$ cat src/i2cm_pkg.sv
// Shared types and constants for the I2C master byte engine.
package i2cm_pkg;

    localparam int COUNT_WIDTH = 16;
    localparam int CFG_W       = 16;
    localparam int CFG_IDX_W   = 8;
    localparam int QUEUE_DEPTH = 2;

    // Register indexes of the configuration port
    localparam logic [CFG_IDX_W-1:0] CFG_HALF_PERIOD = CFG_IDX_W'(0);
    localparam logic [CFG_IDX_W-1:0] CFG_SETUP       = CFG_IDX_W'(1);

    localparam logic [CFG_W-1:0] HALF_PERIOD_RESET = CFG_W'(5);
    localparam logic [CFG_W-1:0] SETUP_RESET       = CFG_W'(1);

    // Raw command codes on the tick channel
    localparam logic [2:0] CMD_NONE  = 3'd0;
    localparam logic [2:0] CMD_START = 3'd1;
    localparam logic [2:0] CMD_STOP  = 3'd2;
    localparam logic [2:0] CMD_WRITE = 3'd3;
    localparam logic [2:0] CMD_READ  = 3'd4;

    typedef enum logic [2:0] {
        KIND_NONE,
        KIND_START,
        KIND_STOP,
        KIND_WRITE,
        KIND_READ
    } kind_t;

    typedef struct packed {
        kind_t      kind;
        logic [7:0] tx_byte;
        logic       nack_after_read;
        logic       sda_in;
    } tick_item_t;

    typedef struct packed {
        logic       scl_level;
        logic       sda_release;
        logic       busy_res;
        logic       done_res;
        logic [7:0] rx_byte;
        logic       ack_received;
    } result_t;

endpackage

$ cat src/i2cm_ifs.sv
// Channel interfaces: tick requests, per-tick results and configuration writes.
interface i2cm_tick_if;
    logic       valid;
    logic       ready;
    logic [2:0] cmd;
    logic [7:0] tx_byte;
    logic       nack_after_read;
    logic       sda_in;

    modport source (output valid, output cmd, output tx_byte, output nack_after_read,
                    output sda_in, input ready);
    modport sink   (input valid, input cmd, input tx_byte, input nack_after_read,
                    input sda_in, output ready);
endinterface

interface i2cm_result_if;
    logic       valid;
    logic       ready;
    logic       scl_level;
    logic       sda_release;
    logic       busy_res;
    logic       done_res;
    logic [7:0] rx_byte;
    logic       ack_received;

    modport source (output valid, output scl_level, output sda_release, output busy_res,
                    output done_res, output rx_byte, output ack_received, input ready);
    modport sink   (input valid, input scl_level, input sda_release, input busy_res,
                    input done_res, input rx_byte, input ack_received, output ready);
endinterface

interface i2cm_cfg_if;
    logic        valid;
    logic        ready;
    logic [7:0]  index;
    logic [15:0] data;

    modport source (output valid, output index, output data, input ready);
    modport sink   (input valid, input index, input data, output ready);
endinterface

$ cat src/i2cm_front.sv
// Front end: takes tick requests and classifies the command code.
module i2cm_front (
    i2cm_tick_if.sink         tick,
    output i2cm_pkg::tick_item_t item,
    output logic              item_valid,
    input  logic              item_ready
);
    import i2cm_pkg::*;

    kind_t kind;

    // Unknown codes fold into no command
    always_comb
    begin
        case (tick.cmd)
            CMD_START: kind = KIND_START;
            CMD_STOP:  kind = KIND_STOP;
            CMD_WRITE: kind = KIND_WRITE;
            CMD_READ:  kind = KIND_READ;
            default:   kind = KIND_NONE;
        endcase
    end

    assign item.kind            = kind;
    assign item.tx_byte         = tick.tx_byte;
    assign item.nack_after_read = tick.nack_after_read;
    assign item.sda_in          = tick.sda_in;
    assign item_valid           = tick.valid;
    assign tick.ready           = item_ready;

endmodule

$ cat src/i2cm_queue.sv
// Short register queue between the front end and the bus engine.
module i2cm_queue (
    input  logic                 clk,
    input  logic                 rst_n,
    input  i2cm_pkg::tick_item_t push_item,
    input  logic                 push_valid,
    output logic                 push_ready,
    output i2cm_pkg::tick_item_t pop_item,
    output logic                 pop_valid,
    input  logic                 pop_ready
);
    import i2cm_pkg::*;

    localparam int PTR_W = (QUEUE_DEPTH > 1) ? $clog2(QUEUE_DEPTH) : 1;
    localparam int CNT_W = $clog2(QUEUE_DEPTH + 1);
    localparam logic [PTR_W-1:0] LAST = PTR_W'(QUEUE_DEPTH - 1);

    tick_item_t       slot_reg [QUEUE_DEPTH];
    logic [PTR_W-1:0] wr_ptr_reg, wr_ptr_next;
    logic [PTR_W-1:0] rd_ptr_reg, rd_ptr_next;
    logic [CNT_W-1:0] count_reg, count_next;
    logic             do_push, do_pop;

    assign push_ready = (count_reg != CNT_W'(QUEUE_DEPTH));
    assign pop_valid  = (count_reg != '0);
    assign pop_item   = slot_reg[rd_ptr_reg];
    assign do_push    = push_valid && push_ready;
    assign do_pop     = pop_valid && pop_ready;

    always_comb
    begin
        wr_ptr_next = wr_ptr_reg;
        rd_ptr_next = rd_ptr_reg;
        count_next  = count_reg;
        if (do_push)
        begin
            wr_ptr_next = (wr_ptr_reg == LAST) ? '0 : wr_ptr_reg + PTR_W'(1);
        end
        if (do_pop)
        begin
            rd_ptr_next = (rd_ptr_reg == LAST) ? '0 : rd_ptr_reg + PTR_W'(1);
        end
        if (do_push && !do_pop)
        begin
            count_next = count_reg + CNT_W'(1);
        end
        else if (do_pop && !do_push)
        begin
            count_next = count_reg - CNT_W'(1);
        end
    end

    always_ff @(posedge clk or negedge rst_n)
    begin
        if (!rst_n)
        begin
            wr_ptr_reg <= '0;
            rd_ptr_reg <= '0;
            count_reg  <= '0;
        end
        else
        begin
            wr_ptr_reg <= wr_ptr_next;
            rd_ptr_reg <= rd_ptr_next;
            count_reg  <= count_next;
        end
    end

    always_ff @(posedge clk)
    begin
        if (do_push)
        begin
            slot_reg[wr_ptr_reg] <= push_item;
        end
    end

endmodule

$ cat src/i2cm_engine.sv
// Back end: bus phase sequencer, configuration registers and result register.
module i2cm_engine (
    input  logic                 clk,
    input  logic                 rst_n,
    i2cm_cfg_if.sink             cfg,
    input  i2cm_pkg::tick_item_t item,
    input  logic                 item_valid,
    output logic                 item_ready,
    i2cm_result_if.source        result
);
    import i2cm_pkg::*;

    localparam logic [31:0] CNT_MAX = 32'((64'd1 << COUNT_WIDTH) - 64'd1);

    localparam logic [3:0] PH_IDLE    = 4'd0;
    localparam logic [3:0] PH_ST_PRE  = 4'd1;
    localparam logic [3:0] PH_ST_HIGH = 4'd2;
    localparam logic [3:0] PH_ST_HOLD = 4'd3;
    localparam logic [3:0] PH_SP_PRE  = 4'd4;
    localparam logic [3:0] PH_SP_HIGH = 4'd5;
    localparam logic [3:0] PH_SP_REL  = 4'd6;
    localparam logic [3:0] PH_W_LOW   = 4'd7;
    localparam logic [3:0] PH_W_SET   = 4'd8;
    localparam logic [3:0] PH_W_HI    = 4'd9;
    localparam logic [3:0] PH_R_LOW   = 4'd10;
    localparam logic [3:0] PH_R_SET   = 4'd11;
    localparam logic [3:0] PH_R_HI    = 4'd12;

    typedef struct packed {
        logic [3:0] phase;
        logic       scl;
        logic       sda;
    } bus_t;

    function automatic logic is_setup(input logic [3:0] p);
        return (p == PH_ST_PRE) || (p == PH_SP_PRE) || (p == PH_W_SET) || (p == PH_R_SET);
    endfunction

    // Levels a phase shows on its first tick
    function automatic bus_t apply_phase(input bus_t cur, input logic [3:0] p,
                                         input logic [3:0] bi, input logic [7:0] sh,
                                         input logic np);
        bus_t b;
        b       = cur;
        b.phase = p;
        case (p)
            PH_ST_PRE:  begin b.scl = 1'b0; b.sda = 1'b1; end
            PH_ST_HIGH: begin b.scl = 1'b1; b.sda = 1'b1; end
            PH_ST_HOLD: b.sda = 1'b0;
            PH_SP_PRE:  begin b.scl = 1'b0; b.sda = 1'b0; end
            PH_SP_HIGH: b.scl = 1'b1;
            PH_SP_REL:  b.sda = 1'b1;
            PH_W_LOW:   b.scl = 1'b0;
            PH_W_SET:   b.sda = (bi < 4'd8) ? sh[7] : 1'b1;
            PH_W_HI:    b.scl = 1'b1;
            PH_R_LOW:   b.scl = 1'b0;
            PH_R_SET:   b.sda = (bi < 4'd8) ? 1'b1 : np;
            PH_R_HI:    b.scl = 1'b1;
            default:    ;
        endcase
        return b;
    endfunction

    logic [CFG_W-1:0]       half_cfg_reg, setup_cfg_reg;
    logic [3:0]             phase_reg, phase_next;
    logic [COUNT_WIDTH-1:0] tc_reg, tc_next;
    logic [3:0]             bi_reg, bi_next;
    logic [7:0]             sh_reg, sh_next;
    logic                   scl_reg, scl_next;
    logic                   sda_reg, sda_next;
    logic                   ack_reg, ack_next;
    logic                   np_reg, np_next;
    logic [7:0]             rx_reg, rx_next;
    logic                   res_valid_reg;
    result_t                res_reg, res_next;

    logic [31:0]            half_w, setup_w;
    logic [COUNT_WIDTH-1:0] half_len, setup_len, dur;
    logic                   go, done;
    logic [3:0]             target;
    bus_t                   bus;
    logic                   step;

    assign cfg.ready  = 1'b1;
    assign item_ready = !res_valid_reg || result.ready;
    assign step       = item_valid && item_ready;

    // A zero half period behaves as one; durations saturate at the counter limit
    always_comb
    begin
        half_w  = (half_cfg_reg == '0) ? 32'd1 : 32'(half_cfg_reg);
        setup_w = 32'(setup_cfg_reg);
        if (half_w > CNT_MAX)
        begin
            half_w = CNT_MAX;
        end
        if (setup_w > CNT_MAX)
        begin
            setup_w = CNT_MAX;
        end
        half_len  = half_w[COUNT_WIDTH-1:0];
        setup_len = setup_w[COUNT_WIDTH-1:0];
    end

    always_comb
    begin
        phase_next = phase_reg;
        tc_next    = tc_reg;
        bi_next    = bi_reg;
        sh_next    = sh_reg;
        scl_next   = scl_reg;
        sda_next   = sda_reg;
        ack_next   = ack_reg;
        np_next    = np_reg;
        rx_next    = rx_reg;
        done       = 1'b0;
        go         = 1'b0;
        target     = PH_IDLE;
        dur        = half_len;
        bus        = '0;

        if (phase_reg == PH_IDLE)
        begin
            case (item.kind)
                KIND_START:
                begin
                    go     = 1'b1;
                    target = PH_ST_PRE;
                end
                KIND_STOP:
                begin
                    go     = 1'b1;
                    target = PH_SP_PRE;
                end
                KIND_WRITE:
                begin
                    sh_next = item.tx_byte;
                    bi_next = '0;
                    go      = 1'b1;
                    target  = PH_W_LOW;
                end
                KIND_READ:
                begin
                    sh_next = '0;
                    bi_next = '0;
                    np_next = item.nack_after_read;
                    go      = 1'b1;
                    target  = PH_R_LOW;
                end
                default: ;
            endcase
        end
        else
        begin
            // SDA is sampled on the first tick of a high phase
            if (tc_reg == '0)
            begin
                if (phase_reg == PH_W_HI && bi_reg == 4'd8)
                begin
                    ack_next = item.sda_in;
                end
                else if (phase_reg == PH_R_HI && bi_reg < 4'd8)
                begin
                    sh_next = {sh_reg[6:0], item.sda_in};
                end
            end
            dur     = is_setup(phase_reg) ? setup_len : half_len;
            tc_next = tc_reg + COUNT_WIDTH'(1);
            if (tc_next >= dur || tc_next == '0)
            begin
                case (phase_reg)
                    PH_ST_PRE:  begin go = 1'b1; target = PH_ST_HIGH; end
                    PH_ST_HIGH: begin go = 1'b1; target = PH_ST_HOLD; end
                    PH_ST_HOLD:
                    begin
                        scl_next   = 1'b0;
                        phase_next = PH_IDLE;
                        done       = 1'b1;
                    end
                    PH_SP_PRE:  begin go = 1'b1; target = PH_SP_HIGH; end
                    PH_SP_HIGH: begin go = 1'b1; target = PH_SP_REL; end
                    PH_SP_REL:
                    begin
                        phase_next = PH_IDLE;
                        done       = 1'b1;
                    end
                    PH_W_LOW:   begin go = 1'b1; target = PH_W_SET; end
                    PH_W_SET:   begin go = 1'b1; target = PH_W_HI; end
                    PH_R_LOW:   begin go = 1'b1; target = PH_R_SET; end
                    PH_R_SET:   begin go = 1'b1; target = PH_R_HI; end
                    PH_W_HI, PH_R_HI:
                    begin
                        if (phase_reg == PH_W_HI && bi_reg < 4'd8)
                        begin
                            sh_next = {sh_next[6:0], 1'b0};
                        end
                        bi_next = bi_reg + 4'd1;
                        if (bi_next >= 4'd9)
                        begin
                            if (phase_reg == PH_R_HI)
                            begin
                                rx_next = sh_next;
                            end
                            scl_next   = 1'b0;
                            phase_next = PH_IDLE;
                            done       = 1'b1;
                        end
                        else
                        begin
                            go     = 1'b1;
                            target = (phase_reg == PH_W_HI) ? PH_W_LOW : PH_R_LOW;
                        end
                    end
                    default: phase_next = PH_IDLE;
                endcase
            end
        end

        if (go)
        begin
            bus = apply_phase('{phase: phase_next, scl: scl_next, sda: sda_next},
                              target, bi_next, sh_next, np_next);
            // zero setup skips straight to the following phase
            if (is_setup(target) && setup_len == '0)
            begin
                bus = apply_phase(bus, target + 4'd1, bi_next, sh_next, np_next);
            end
            phase_next = bus.phase;
            scl_next   = bus.scl;
            sda_next   = bus.sda;
            tc_next    = '0;
        end

        res_next.scl_level    = scl_next;
        res_next.sda_release  = sda_next;
        res_next.busy_res     = (phase_next != PH_IDLE);
        res_next.done_res     = done;
        res_next.rx_byte      = rx_next;
        res_next.ack_received = ack_next;
    end

    always_ff @(posedge clk or negedge rst_n)
    begin
        if (!rst_n)
        begin
            half_cfg_reg  <= HALF_PERIOD_RESET;
            setup_cfg_reg <= SETUP_RESET;
        end
        else if (cfg.valid)
        begin
            case (cfg.index)
                CFG_HALF_PERIOD: half_cfg_reg  <= cfg.data;
                CFG_SETUP:       setup_cfg_reg <= cfg.data;
                default:         ;
            endcase
        end
    end

    always_ff @(posedge clk or negedge rst_n)
    begin
        if (!rst_n)
        begin
            phase_reg     <= PH_IDLE;
            tc_reg        <= '0;
            bi_reg        <= '0;
            sh_reg        <= '0;
            scl_reg       <= 1'b1;
            sda_reg       <= 1'b1;
            ack_reg       <= 1'b0;
            np_reg        <= 1'b0;
            rx_reg        <= '0;
            res_valid_reg <= 1'b0;
        end
        else
        begin
            if (step)
            begin
                phase_reg <= phase_next;
                tc_reg    <= tc_next;
                bi_reg    <= bi_next;
                sh_reg    <= sh_next;
                scl_reg   <= scl_next;
                sda_reg   <= sda_next;
                ack_reg   <= ack_next;
                np_reg    <= np_next;
                rx_reg    <= rx_next;
            end
            if (item_ready)
            begin
                res_valid_reg <= item_valid;
            end
        end
    end

    always_ff @(posedge clk)
    begin
        if (step)
        begin
            res_reg <= res_next;
        end
    end

    assign result.valid        = res_valid_reg;
    assign result.scl_level    = res_reg.scl_level;
    assign result.sda_release  = res_reg.sda_release;
    assign result.busy_res     = res_reg.busy_res;
    assign result.done_res     = res_reg.done_res;
    assign result.rx_byte      = res_reg.rx_byte;
    assign result.ack_received = res_reg.ack_received;

endmodule

$ cat src/i2c_master_byte_engine_top.sv
// Top level of the I2C master byte engine.
// One tick request in, one result out; sustained rate one tick per clock while results are taken.
// A tick's result is registered: the tick is held in the two-entry queue, and the
// sequencer loads the result register when it takes the tick from the queue.
// Reset: bus released (SCL and SDA high), sequencer idle, received byte and
// ack cleared, half period 5 and setup 1.
module i2c_master_byte_engine_top (
    input  logic          clk,
    input  logic          rst_n,
    i2cm_tick_if.sink     tick,
    i2cm_result_if.source result,
    i2cm_cfg_if.sink      cfg
);
    import i2cm_pkg::*;

    tick_item_t front_item, back_item;
    logic       front_valid, front_ready;
    logic       back_valid, back_ready;

    i2cm_front u_front (
        .tick       (tick),
        .item       (front_item),
        .item_valid (front_valid),
        .item_ready (front_ready)
    );

    i2cm_queue u_queue (
        .clk        (clk),
        .rst_n      (rst_n),
        .push_item  (front_item),
        .push_valid (front_valid),
        .push_ready (front_ready),
        .pop_item   (back_item),
        .pop_valid  (back_valid),
        .pop_ready  (back_ready)
    );

    i2cm_engine u_engine (
        .clk        (clk),
        .rst_n      (rst_n),
        .cfg        (cfg),
        .item       (back_item),
        .item_valid (back_valid),
        .item_ready (back_ready),
        .result     (result)
    );

endmodule

$ cat src/flat_wrapper.sv
// flat-port wrapper written by rule: the top's interface ports become plain ports
module i2c_master_byte_engine_top_flat import i2cm_pkg::*;
  (clk, rst_n, tick_valid, tick_cmd, tick_tx_byte, tick_nack_after_read, tick_sda_in, tick_ready, result_valid, result_scl_level, result_sda_release, result_busy_res, result_done_res, result_rx_byte, result_ack_received, result_ready, cfg_valid, cfg_index, cfg_data, cfg_ready);
  i2cm_tick_if tick_i ();
  i2cm_result_if result_i ();
  i2cm_cfg_if cfg_i ();
  input  logic clk;
  input  logic rst_n;
  input wire logic [$bits(tick_i.valid)-1:0] tick_valid;
  input wire logic [$bits(tick_i.cmd)-1:0] tick_cmd;
  input wire logic [$bits(tick_i.tx_byte)-1:0] tick_tx_byte;
  input wire logic [$bits(tick_i.nack_after_read)-1:0] tick_nack_after_read;
  input wire logic [$bits(tick_i.sda_in)-1:0] tick_sda_in;
  output wire logic [$bits(tick_i.ready)-1:0] tick_ready;
  output wire logic [$bits(result_i.valid)-1:0] result_valid;
  output wire logic [$bits(result_i.scl_level)-1:0] result_scl_level;
  output wire logic [$bits(result_i.sda_release)-1:0] result_sda_release;
  output wire logic [$bits(result_i.busy_res)-1:0] result_busy_res;
  output wire logic [$bits(result_i.done_res)-1:0] result_done_res;
  output wire logic [$bits(result_i.rx_byte)-1:0] result_rx_byte;
  output wire logic [$bits(result_i.ack_received)-1:0] result_ack_received;
  input wire logic [$bits(result_i.ready)-1:0] result_ready;
  input wire logic [$bits(cfg_i.valid)-1:0] cfg_valid;
  input wire logic [$bits(cfg_i.index)-1:0] cfg_index;
  input wire logic [$bits(cfg_i.data)-1:0] cfg_data;
  output wire logic [$bits(cfg_i.ready)-1:0] cfg_ready;
  assign tick_i.valid = tick_valid;
  assign tick_i.cmd = tick_cmd;
  assign tick_i.tx_byte = tick_tx_byte;
  assign tick_i.nack_after_read = tick_nack_after_read;
  assign tick_i.sda_in = tick_sda_in;
  assign tick_ready = tick_i.ready;
  assign result_valid = result_i.valid;
  assign result_scl_level = result_i.scl_level;
  assign result_sda_release = result_i.sda_release;
  assign result_busy_res = result_i.busy_res;
  assign result_done_res = result_i.done_res;
  assign result_rx_byte = result_i.rx_byte;
  assign result_ack_received = result_i.ack_received;
  assign result_i.ready = result_ready;
  assign cfg_i.valid = cfg_valid;
  assign cfg_i.index = cfg_index;
  assign cfg_i.data = cfg_data;
  assign cfg_ready = cfg_i.ready;
  i2c_master_byte_engine_top u_core (.clk(clk), .rst_n(rst_n), .tick(tick_i), .result(result_i), .cfg(cfg_i));
endmodule
$ cat config.mk
export PLATFORM = sky130hd
export DESIGN_NAME = i2c_master_byte_engine_top_flat
export DESIGN_NICKNAME = d
export VERILOG_FILES = /design/src/i2cm_pkg.sv /design/src/i2cm_ifs.sv /design/src/i2cm_front.sv /design/src/i2cm_queue.sv /design/src/i2cm_engine.sv /design/src/i2c_master_byte_engine_top.sv /design/src/flat_wrapper.sv
export SDC_FILE = /design/constraint.sdc
export NUM_CORES = 1
export LEC_CHECK = 0
export ABC_AREA = 1
export BUFFER_PORTS_ARGS = -buffer_cell sky130_fd_sc_hd__buf_2
export CAP_MARGIN = 5
export CORE_UTILIZATION = 30
export CTS_CLUSTER_SIZE = 10
export DETAILED_ROUTE_END_ITERATION = 12
export SLEW_MARGIN = 10
export SYNTH_ARGS = -nofsm -noshare
export SYNTH_HDL_FRONTEND = slang
export SYNTH_SLANG_ARGS = --single-unit
$ cat constraint.sdc
create_clock -name clk -period 4.79 [get_ports clk]
set_input_delay 0.479 -clock clk [delete_from_list [all_inputs] [get_ports clk]]
set_output_delay 0.479 -clock clk [all_outputs]
set_load 0.005 [all_outputs]
==> metrics.txt <==
Area Overhead vs Synth=16.6%; Post-synth top flop=dfrtp_1; Port Buffers=56; Largest register FFs=26; Placed Area=7530 um^2; simple logic cell fraction of the synthesized area=0.271; Avg Inst Size Synth=7.90 um^2; GRT Resource Usage Total=0.146; EDFF count, synth=39; DRC violations left=0; worst vdd ir=314 uV; root buf cell=clkbuf_16; max frequency=239 MHz; final critical-path share of the clock period=0.875; CP Launch Type=flop; Inserted Diodes=0; die width=154 um; cell taking the most area after synthesis=dfrtp_1; CTS tree=built; Tightest Hold Check Type=in2async; Cell Rows=55; post-synthesis xor/xnor area fraction=0.00990; Die Area=23800 um^2; post-synthesis async set-or-reset flop share=0.675; leakage power=3.92 nW; Yosys warning count=0; CTS sink cnt=120; pwr/cell area=623 nW/um^2; Final Cell Area=8110 um^2; Seq cells post-synth=120; CP endpoint kind=flop; post-synth top area share=0.274; first-pass GRT wire length=27.5 mm; Mapped Area=6950 um^2; # fillers=2408; core area=22700 um^2; fin nets=1002; Clock Pin Slew Worst Setup and Hold Paths=0.06 ns; grt ovf=0; synth unique cells=51; Die Span Y=154 um; Final GP Congestion=0.879; Worst-Margin Slew=1.16 ns; slowest CP cell=dfrtp_1; largest family of logic cells by synthesized area=simple AND/OR/NAND/NOR gates; Gate Count Post-Synth=880; Final Hold Viols=0; remaining antenna violation count after routing=0; RSZ-0062 raised after global routing=false; Critical Path Max Stage Delay=0.44 ns; total number of vias=5861; FF/Latch Area=3200 um^2; fin util=0.357; initial core utilization=0.306; overall power=5.05 mW; min Tclk post-route=4.19 ns; num ports=58; WP data required=4.96 ns; Multi-input gate area=3170 um^2; CP arrival=4.36 ns; Clock Skew=0.00661 ns; post-synthesis compound-gate area fraction=0.116; clock buffer depth=2; crit-path most repeated cell=nand2_1; Final Slew Violations=0; max-slew headroom at the worst pin=0.223; vias in the first global route=5582; crit path max fanout=19; initial antenna violation count=0; share of cells above drive strength 1=0.146; max-cap check violation count=0; multiplexer share of the synthesized area=0.0173; run status=finished, final reports clean; Final Setup Violations=0; WL/cell=13.3 um; Final HPWL DP=12.1 mm; synth top area cells=dfrtp_1 27%, edfxtp_1 17%, nand2_1 13%; setup_tns=0 ns; WS Path Type=reg2reg; clk_lat worst skew=0.42 ns; total CTS buffers=17; DR iter-0 viols=357; register area share after synthesis=0.461; largest net degree at the start of global routing=46; Post-Synth Adder-Cell Area=0.0396; First-pass DRT Iterations=5; vias per std cell=4.74; drt total wl=16.4 mm; H-tree levels=4; Post-CTS Setup Repair Bufs=0; Syn Nets=944
cell families after synthesis:
family,Yosys count
and+or+nand+nor,423
buffers and inverters,149
AOI/OAI and AO/OA,146
DFF,120
adders and majority gates,22
muxes,12
xor gates and xnor gates,7
other,1
cell type report:
type	instances	share of cell area
inverters	126	0.0588
clock buffers	19	0.0546
clock inverters	13	0.0159
well taps	285	0.0440
multi-input cells	611	0.391
flip-flops and latches	120	0.395
repair buffers	62	0.0404
synthesized netlist by cell type, types with 2 or more instances:
cell	n
nand2_1	234
inv_1	118
o21ai_0	86
nor2_1	84
dfrtp_1	76
edfxtp_1	39
nand3_1	37
a21oi_1	28
ha_1	22
nand4_1	16
nor4_1	13
mux2i_1	12
clkbuf_1	11
nand2_2	10
o22ai_1	8
inv_2	6
nor2_2	6
buf_2	5
buf_4	5
dfstp_2	5
nand3_2	5
xor2_1	5
a32oi_1	4
nand2_4	4
o21ai_1	4
nor3_1	3
o21a_1	3
a2111oi_0	2
a41oi_1	2
clkinv_1	2
nand3b_1	2
o211ai_1	2
or2_1	2
or2_2	2
through the flow:
step / setup WS, ns / hold slack, ns / instances
finish: 0.599 / 0.0704 / 1236
global route: 0.0662 / 0.124 / 1236
CTS: 0.576 / 0.0989 / 1236
detailed placement: 0.590 / 0.463 / 1204
global placement: 0.685 / 0.457 / 1204
floorplan: 0.987 / 0.183 / 880
repair_timing:
action,CTS,global route
gates resized for setup,0,1
endpoints found under the setup margin,0,1
hold buffers,0,0
path summary, 6_finish.rpt:
path                                                                from                                          end  slack [ns]  cells past startpoint
worst min-delay path                                               rst_n        u_core.u_engine.sh_reg[3]$_DFFE_PN0P_        0.07                      1
max in group asynchronous                                          rst_n  u_core.u_engine.half_cfg_reg[2]$_DFFE_PN1P_        3.75                      2
worst max-delay path            u_core.u_engine.phase_reg[0]$_DFFE_PN0P_    u_core.u_engine.result.busy_res$_DFFE_PP_        0.60                     26
worst min register to register       u_core.u_engine.scl_reg$_DFFE_PN1P_          u_core.u_engine.scl_reg$_DFFE_PN1P_        0.46                      2
min in group clk                                         tick_tx_byte[2]      u_core.u_queue.slot_reg[0][4]$_DFFE_PP_        0.25                      1
worst max register to register  u_core.u_engine.phase_reg[0]$_DFFE_PN0P_    u_core.u_engine.result.busy_res$_DFFE_PP_        0.60                     26
worst max-delay path: cells and delay by family (launching register included):
family | cells | cell delay (ns)
AO/OA/AOI/OAI | 3 | 0.39
adder cells (fa/ha/maj) | 1 | 0.24
buffers and inverters | 6 | 0.95
flip-flops | 1 | 0.44
AND/OR/NAND/NOR | 16 | 1.92
placed cells by master, fill, tap and decap left out, types with 4 or more instances in the layout:
master	Yosys	final
nand2_1	234	234
xor2_1	5	5
ha_1	22	22
edfxtp_1	39	39
inv_2	6	6
clkbuf_16	0	17
nand4_1	16	16
inv_1	118	118
o22ai_1	8	8
nor2_1	84	84
o21ai_0	86	86
nor4_1	13	12
dfstp_2	5	5
o21ai_1	4	4
mux2i_1	12	12
nand2_2	10	10
a32oi_1	4	4
nand3_2	5	5
nand2_4	4	4
buf_4	5	7
a21oi_1	28	27
buf_2	5	55
clkinv_2	0	4
nor2_2	6	6
nand3_1	37	37
dfrtp_1	76	76
power breakdown:
group	internal, mW	leakage [nW]	total, mW	switching, mW
clock	0.773	0.278	1.24	0.470
combinational	0.723	2.20	2.27	1.54
sequential	1.38	1.44	1.54	0.159
total	2.88	3.92	5.05	2.17
layer usage:
layer  up-vias  track usage  wire [um]
li1       3003            -          -
met1      2702        0.202       8220
met2       143        0.227       7250
met3        13       0.0303        761
met4         0       0.0462        200
met5         -            0          0
Note: power is estimated with default switching activity, not from simulation.
